<file path="src/sv/bfsp_dist.sv">
// ----------------------------------------------------------------------------
// bfsp_dist
// Distance, reached and parent store with a registered read port
// ----------------------------------------------------------------------------
module bfsp_dist #(
  parameter int VB = 5
) (
  input  logic              clk,
  input  logic              we,
  input  logic [VB-1:0]     waddr,
  input  logic signed [31:0] wdist,
  input  logic              wreach,
  input  logic              whas,
  input  logic [VB-1:0]     wpar,
  input  logic [VB-1:0]     raddr,
  output logic signed [31:0] rdist,
  output logic              rreach,
  output logic              rhas,
  output logic [VB-1:0]     rpar
);

  logic [VB+33:0] mem [2**VB];
  logic [VB+33:0] q;

  always_ff @(posedge clk) begin
    if (we) begin
      mem[waddr] <= {wdist, wreach, whas, wpar};
    end
    q <= mem[raddr];
  end

  assign rdist  = q[VB+33:VB+2];
  assign rreach = q[VB+1];
  assign rhas   = q[VB];
  assign rpar   = q[VB-1:0];

endmodule

</file>
<file path="config.mk">
export PLATFORM = sky130hd
export DESIGN_NAME = bfsp_dist
export DESIGN_NICKNAME = d
export VERILOG_FILES = /design/src/sv/bfsp_dist.sv
export SDC_FILE = /design/constraint.sdc
export NUM_CORES = 1
export LEC_CHECK = 0
export BUFFER_PORTS_ARGS = -buffer_cell sky130_fd_sc_hd__buf_2
export CAP_MARGIN = 40
export CORE_MARGIN = 5
export CORE_UTILIZATION = 56
export CTS_BUF_LIST = sky130_fd_sc_hd__clkbuf_8
export DETAILED_ROUTE_END_ITERATION = 8
export PLACE_DENSITY_LB_ADDON = 0.05
export SLEW_MARGIN = 20
export SYNTH_ARGS = -nofsm -noshare
export SYNTH_HDL_FRONTEND = slang
export SYNTH_SLANG_ARGS = --single-unit
export TNS_END_PERCENT = 100
</file>
<file path="constraint.sdc">
create_clock -name clk -period 3.3 [get_ports clk]
set_input_delay 0.66 -clock clk [delete_from_list [all_inputs] [get_ports clk]]
set_output_delay 0.66 -clock clk [all_outputs]
set_load 0.01 [all_outputs]
</file>
-- Word-level counts from Yosys, hierarchy flattened
Memory sizes are Yosys's and may differ from the RTL's. A register that Yosys moved wholly into a read port is not among the register bits.
Index checks and enable logic that the tools add are counted.
- muxes and demuxes: 2
- operators by type and width (cell ; number):
    1-bit 2-to-1 mux ; 2
- flip-flop bits (word level): 0
- bits in writable memories: 1248
- bits of input ports: 51
- output and inout port bits: 39
- logic and storage cells: 3
- memories: 1
- memories (name ; words ; width ; read ports ; clocked after memory_dff ; wr ports ; line ; source):
    mem ; 32 ; 39 ; 1 ; 1 ; 1 ; 22 ; logic [VB+33:0] mem [2**VB];

-- Depth between registers and ports, before layout
Gate-level depths: netlist of the first run.
- depth in word-level cells: 2
- depth in mapped cells: 8

-- Worst setup path after synthesis of the first run
OpenSTA, ideal clock, no wires.
- kind: input to register
- start: input waddr[1]
- end: memory mem[12][0] (netlist bit) (enable)
- arrival: 2.962 ns
- slack: -0.098 ns
- cell stages on the path: 3
- path through: or3b_2 clkbuf_1 nor2_1
- RTL lines (what ; line ; source):
    start: declaration ; 10 ; input logic [VB-1:0] waddr,
    end: declaration ; 22 ;
No word-level cell before the write port.

-- Final worst setup path of the first run
- start: register q[30] (read register of mem)
- end: output rdist[23]
- RTL lines (what ; line ; source):
    start: declaration ; 23 ; logic [VB+33:0] q;
    end: declaration ; 16 ; output logic signed [31:0] rdist,
No word-level cell between the ends.

==> qor.yml, run 1 <==
run_status: "completed"
first_iter_violations: 2499
p_int_mw: 25.3
fin_setup_tns_ns: 0
cts_tree: "yes"
power.total_mw: 32.5
highest_layer: "met5"
viasPerCell: 5.98
tightest_slew_ns: 0.767
dpl-instance-area_um2: 52100
grt-ovfl-total: 0
combPwrFrac: 0.054
p_switching_mw: 7.22
critPathMaxStageDelay_ns: 0.46
preCtsSetupSlack_ns: 0.570
holdPathStages: 1
htree_levels: 4
place.gp.congestion: 0.778
track_usage: 0.256
dieArea_um2: 94400
syn-cell-area_um2: 49500
r2r-start: "mem[2][3]"
maxCapViolCount: 0
met1_length_um: 52800
crit_slowest_cell: "dfxtp_1"
post_cts_buffers: 0
ys_async_sr_fraction: 0
finalInstanceArea_um2: 56000
clock_skew_ns: 0.0417
hold_buffers: 0
wl_met3_um: 9070
grt_pass1_vias: 26100
cts_root_buf: "clkbuf_8"
cp_top_family: "flip-flops"
synth.distinct_cells: 26
clk_latency_ns: 0.87
ys.flop_type: "edfxtp_1"
setup_viol: 0
numPortBuffers: 89
min_to: "mem[24][25]"
postRouteWirelength_um: 122000
switching_share: 0.222
antenna_found_initial: 5
critPathKind: "reg2out"
drv_slew: 0
vias: 26200
p_per_area_nw_per_um2: 581
fp.dieH_um: 307
drive_above_1_share: 0.165
startpoint_type: "flip-flop"
syn-num-nets: 2794
hp-class: "in2reg"
syn2layout_area_growth_pct: 13.1
synth.avg_cell_area_um2: 18.0
crit_buf_inv: 1
end_kind: "output port"
grt_first_pass_wirelength_um: 176000
reg2reg_slack_ns: 1.83
rows: 109
wl_per_cell_um: 27.9
core_um2: 88100
synthCells: 2743
cts-buffers-inserted: 200
io_pins: 90
final_cells: 4371
ys_ff_latch: 1287
clk_pin_slew_worst_paths_ns: 0.06
min_from: "wdist[18]"
rsz0062_at_grt: "false"
ctsResizeCount: 0
synth.most_common_cell: "edfxtp_1"
ys_seq_area_frac: 0.773
route.detailed.drc: 0
clkPwrFrac: 0.384
p_leak_nw: 20.1
peakVddDrop_uv: 399
worstPathCellList: "buf_2"
initial_core_util: 0.562
setup_slack_ns: 1.14
yosysTopAreaCell: "edfxtp_1"
fin_util: 0.635
reg2reg_to: "q[3]"
wl_met2_um: 56700
r2r_cells: 5
crit_required_ns: 2.64
crit_arrival_ns: 1.50
max_freq_ghz: 0.464
post-route-period-util: 0.654
holdWs_ns: 0.274
synthTopCellsByCount: "edfxtp_1, mux2i_1, nand2_1, nand3_1"
dr.pass1.iters: 5
placedCellCount: 3987
yosys.area.top_type_share: 0.757
fin_nets: 3075
slew-limit-headroom: 0.487
drtAntennaViolNets: 0
synth_edf_count: 1248
p_seq_frac: 0.562
netlist_top_cells_area: "edfxtp_1, mux2i_1, a22oi_1"
finalHoldViolCount: 0
period_needed_ns: 2.16
dp_hpwl_um: 67800
grt_max_degree: 61
n_fill_cell: 6304
fp.dieW_um: 307
synth_warnings: 0
cts.sinks: 1287
cts_max_path_buffers: 3
path_max_fanout: 1
==> worst max path at each step <==
stage	start	to	slack, ns	cells after the start
after CTS	q[30]	rdist[23]	1.05	1
after detailed placement	raddr[0]	q[33]	0.57	7
after floorplan	waddr[1]	mem[12][0]	-0.1	3
after global placement	raddr[0]	q[33]	0.61	7
after global routing	q[30]	rdist[23]	1.07	1
final	q[30]	rdist[23]	1.14	1
==> power groups by stage <==
stage	Sequential, mW	Combinational, mW	Clock (mW)
2_1_floorplan	18.6	0.967	0
3_3_place_gp	18.6	1.73	0
3_5_place_dp	18.6	1.76	0
4_1_cts	18.3	1.77	12.8
5_1_grt	18.3	1.88	13.5
6_report	18.3	1.76	12.5
==> cell usage in the layout, fill, tap and decap left out, types with 33 or more instances in the layout <==
cell | netlist | layout
inv_1 | 0 | 99
nor2_4 | 0 | 33
nand2_1 | 119 | 118
buf_12 | 5 | 38
buf_4 | 29 | 107
edfxtp_1 | 1248 | 1248
a21oi_1 | 117 | 117
buf_2 | 44 | 88
a22o_1 | 78 | 78
mux2i_1 | 624 | 624
clkbuf_8 | 0 | 223
nand3_1 | 119 | 119
dfxtp_1 | 39 | 39
a22oi_1 | 117 | 117
a31oi_1 | 39 | 39
nor3_1 | 39 | 39
==> metal layers <==
layer  track usage  vias to the layer above
li1              -                    11500
met1         0.375                    13400
met2         0.398                     1028
met3        0.0492                      181
met4        0.0778                        4
met5       0.00961                        -
==> layout make-up <==
cell class,count,area [um2],area share
diodes,5,12.5,0.000224
clock buffers,223,3070,0.0548
clock inverters,156,779,0.0139
multi-input cells,1301,10400,0.185
flip-flops and latches,1287,38300,0.683
well taps,1165,1460,0.0260
repair buffers,234,2020,0.0361
==> sequential cells by signal (all words and copies together) (netlist names) <==
signal / flops
mem: 1248
q: 39
==> logic make-up after synthesis <==
kind of cell / synth area share
flops: 0.773
buf+inv: 0.0229
mux: 0.126
compound gates: 0.0483
simple gates: 0.0298
Power figures use the tool's default switching activity.
==> run 2: changes to the inputs <==
ABC_AREA = 1   (was unset)
clock period = 1.9 ns   (was 3.3 ns; I/O delays follow)
==> qor.yml, run 2 <==
run_status: "completed"
max_freq_ghz: 0.543
rows: 110  # +0.92%
cts_max_path_buffers: 3  # unchanged
wl_per_cell_um: 23.7  # -15%
regArea_um2: 38300  # about the same
yosys.area.top_type_share: 0.735  # -0.0217
fp.dieW_um: 312  # +1.4%
numPortBuffers: 89  # unchanged
antenna_found_initial: 2  # -3
n_fill_cell: 6749  # +7.1%
io_pins: 90  # unchanged
drv_slew: 0  # unchanged
reg2reg_slack_ns: 0.72  # -1.11 ns
path_max_fanout: 1  # unchanged
synthCells: 4298  # +57%
post-route-period-util: 0.970
synthTopCellsByCount: "nand2_1, edfxtp_1, nand3_1"
end_kind: "output port"
cts.sinks: 1287  # unchanged
hp-class: "in2reg"
syn-num-nets: 4349  # +56%
grt_max_degree: 94  # +54%
grt_first_pass_wirelength_um: 209000  # +19%
drive_above_1_share: 0.125  # -0.0399
ys_seq_area_frac: 0.751  # -0.0222
mostFrequentLayoutCells: "nand2_1, edfxtp_1, nand3_1"
critPathKind: "reg2out"
preCtsSetupSlack_ns: 0.0891  # -0.480 ns
largest_register_ffs: 1248  # unchanged
track_usage: 0.287  # +0.0310
maxCapViolCount: 0  # unchanged
grt_pass1_vias: 32300  # +24%
postRouteWirelength_um: 141000  # +15%
fin_nets: 4626  # +50%
p_per_area_nw_per_um2: 971  # +67%
holdWs_ns: 0.0932  # -0.181 ns
clk_latency_ns: 0.88  # about the same
finalInstanceArea_um2: 59200  # +5.7%
dpl-instance-area_um2: 55000  # +5.4%
crit_slowest_cell: "dfxtp_1"
peakVddDrop_uv: 724  # +81%
r2r_cells: 8  # +3
first_iter_violations: 3550  # +42%
fin_setup_tns_ns: 0  # unchanged
ys.flop_type: "edfxtp_1"
cts_root_buf: "clkbuf_8"
cp_top_family: "flip-flops"
drtAntennaViolNets: 0  # unchanged
finalHoldViolCount: 0  # unchanged
critPathMaxStageDelay_ns: 0.42  # -0.04 ns
cts_tree: "yes"
synth.distinct_cells: 12  # -54%
dp_hpwl_um: 77000  # +14%
final_common_cell: "nand2_1"
tightest_slew_ns: 0.596  # -0.171 ns
rsz0062_at_grt: "false"
synth_warnings: 0  # unchanged
post_cts_buffers: 0  # unchanged
slew-limit-headroom: 0.603  # +0.116
crit_arrival_ns: 1.46  # -0.04 ns
top_regs: "mem (1248), q (39)"
reg2reg_to: "q[30]"
synth.avg_cell_area_um2: 11.9  # -34%
grt-ovfl-total: 0  # unchanged
viasPerCell: 5.75  # -3.9%
vias: 34100  # +30%
dieArea_um2: 97100  # +2.9%
synth.most_common_cell: "nand2_1"
clk_pin_slew_worst_paths_ns: 0.06  # about the same
dr.pass1.iters: 7  # +2
worstPathCellList: "buf_2"
setup_slack_ns: 0.0572  # -1.09 ns
place.gp.congestion: 0.799  # +2.7%
netlist_top_cells_area: "edfxtp_1, nand2_1, nand3_1"
setup_viol: 0  # unchanged
startpoint_type: "flip-flop"
p_leak_nw: 22.3  # +11%
initial_core_util: 0.565  # +0.00347
route.detailed.drc: 0  # unchanged
syn2layout_area_growth_pct: 16.1
syn-cell-area_um2: 51000  # +3.0%
cts-buffers-inserted: 203  # +1.5%
ys_ff_latch: 1287  # unchanged
r2r-start: "mem[21][30]"
period_needed_ns: 1.84
fp.dieH_um: 312  # +1.4%
min_to: "q[28]"
regMostFlops: "mem"
multi_input_area_um2: 11700  # +13%
crit_required_ns: 1.52  # -1.12 ns
core_um2: 90100  # +2.3%
synth_edf_count: 1248  # unchanged
min_from: "raddr[3]"
holdPathStages: 6  # +5
yosysTopAreaCell: "edfxtp_1"
crit_buf_inv: 1  # unchanged
ys_async_sr_fraction: 0  # unchanged
htree_levels: 4  # unchanged
clock_skew_ns: 0.0252  # -0.0165 ns
==> run 2: worst max-delay path by stage <==
stage / startpoint / depth (start not counted) / to / slack, ns
2_1_floorplan: waddr[0] / 3 / mem[0][0] / -0.37
3_3_place_gp: raddr[0] / 12 / q[18] / 0.1
3_5_place_dp: raddr[0] / 12 / q[31] / 0.09
4_1_cts: q[32] / 1 / rdist[25] / 0.01
5_1_grt: q[25] / 1 / rdist[18] / 0.005
6_report: q[32] / 1 / rdist[25] / 0.06
==> run 2: cell families (layout without fill, tap and decap cells) <==
family        Yosys count  count (layout)  synth area share
flops                1287            1287             0.751
buf+inv               276             726            0.0246
other cells             0               1                 0
simple gates         2735            2735             0.225
==> run 2: layout make-up <==
class	count	share of cell area
diodes	1	0.0000423
inverters	10	0.00102
repair buffers	338	0.0655
multi-input cells	2735	0.198
flip-flops and latches	1287	0.647
clock inverters	157	0.0128
clock buffers	221	0.0514
well taps	1176	0.0249
==> run 2: worst register-to-register path, delay by kind of cell (launching register included) <==
family	cells	cell delay, ns
DFF	1	0.42
and+or+nand+nor	8	0.63
==> run 2: metal layers <==
metal  track usage  part of all wire  vias to the layer above
li1              -                 -                    15600
met1         0.413              0.42                    16800
met2         0.462              0.48                     1425
met3        0.0474             0.078                      227
met4        0.0833             0.021                        2
met5             0          0.000085                        -
==> run 2: where the power goes <==
part           internal (mW)  switching [mW]  total (mW)  leakage (nW)
combinational           1.26            2.71        3.97          8.47
clock                   11.1            10.7        21.8          2.27
sequential              31.6           0.145        31.7          11.6
total                   43.9            13.5        57.5          22.3
==> run 2: metrics by stage <==
step,power (mW),instances,utilization
after floorplan,34.3,4298,-
after global placement,36.1,5505,0.609
after detailed placement,36.2,5506,0.610
after CTS,57.8,5924,0.656
after global routing,59.6,5925,0.656
final,57.5,5925,0.656
==> run 2: timing repair <==
item | CTS | global route
resized for setup | 8 | 0
hold endpoints to repair | 1204 | 0
setup endpoints to repair | 5 | 0
hold buffers | 40 | 0
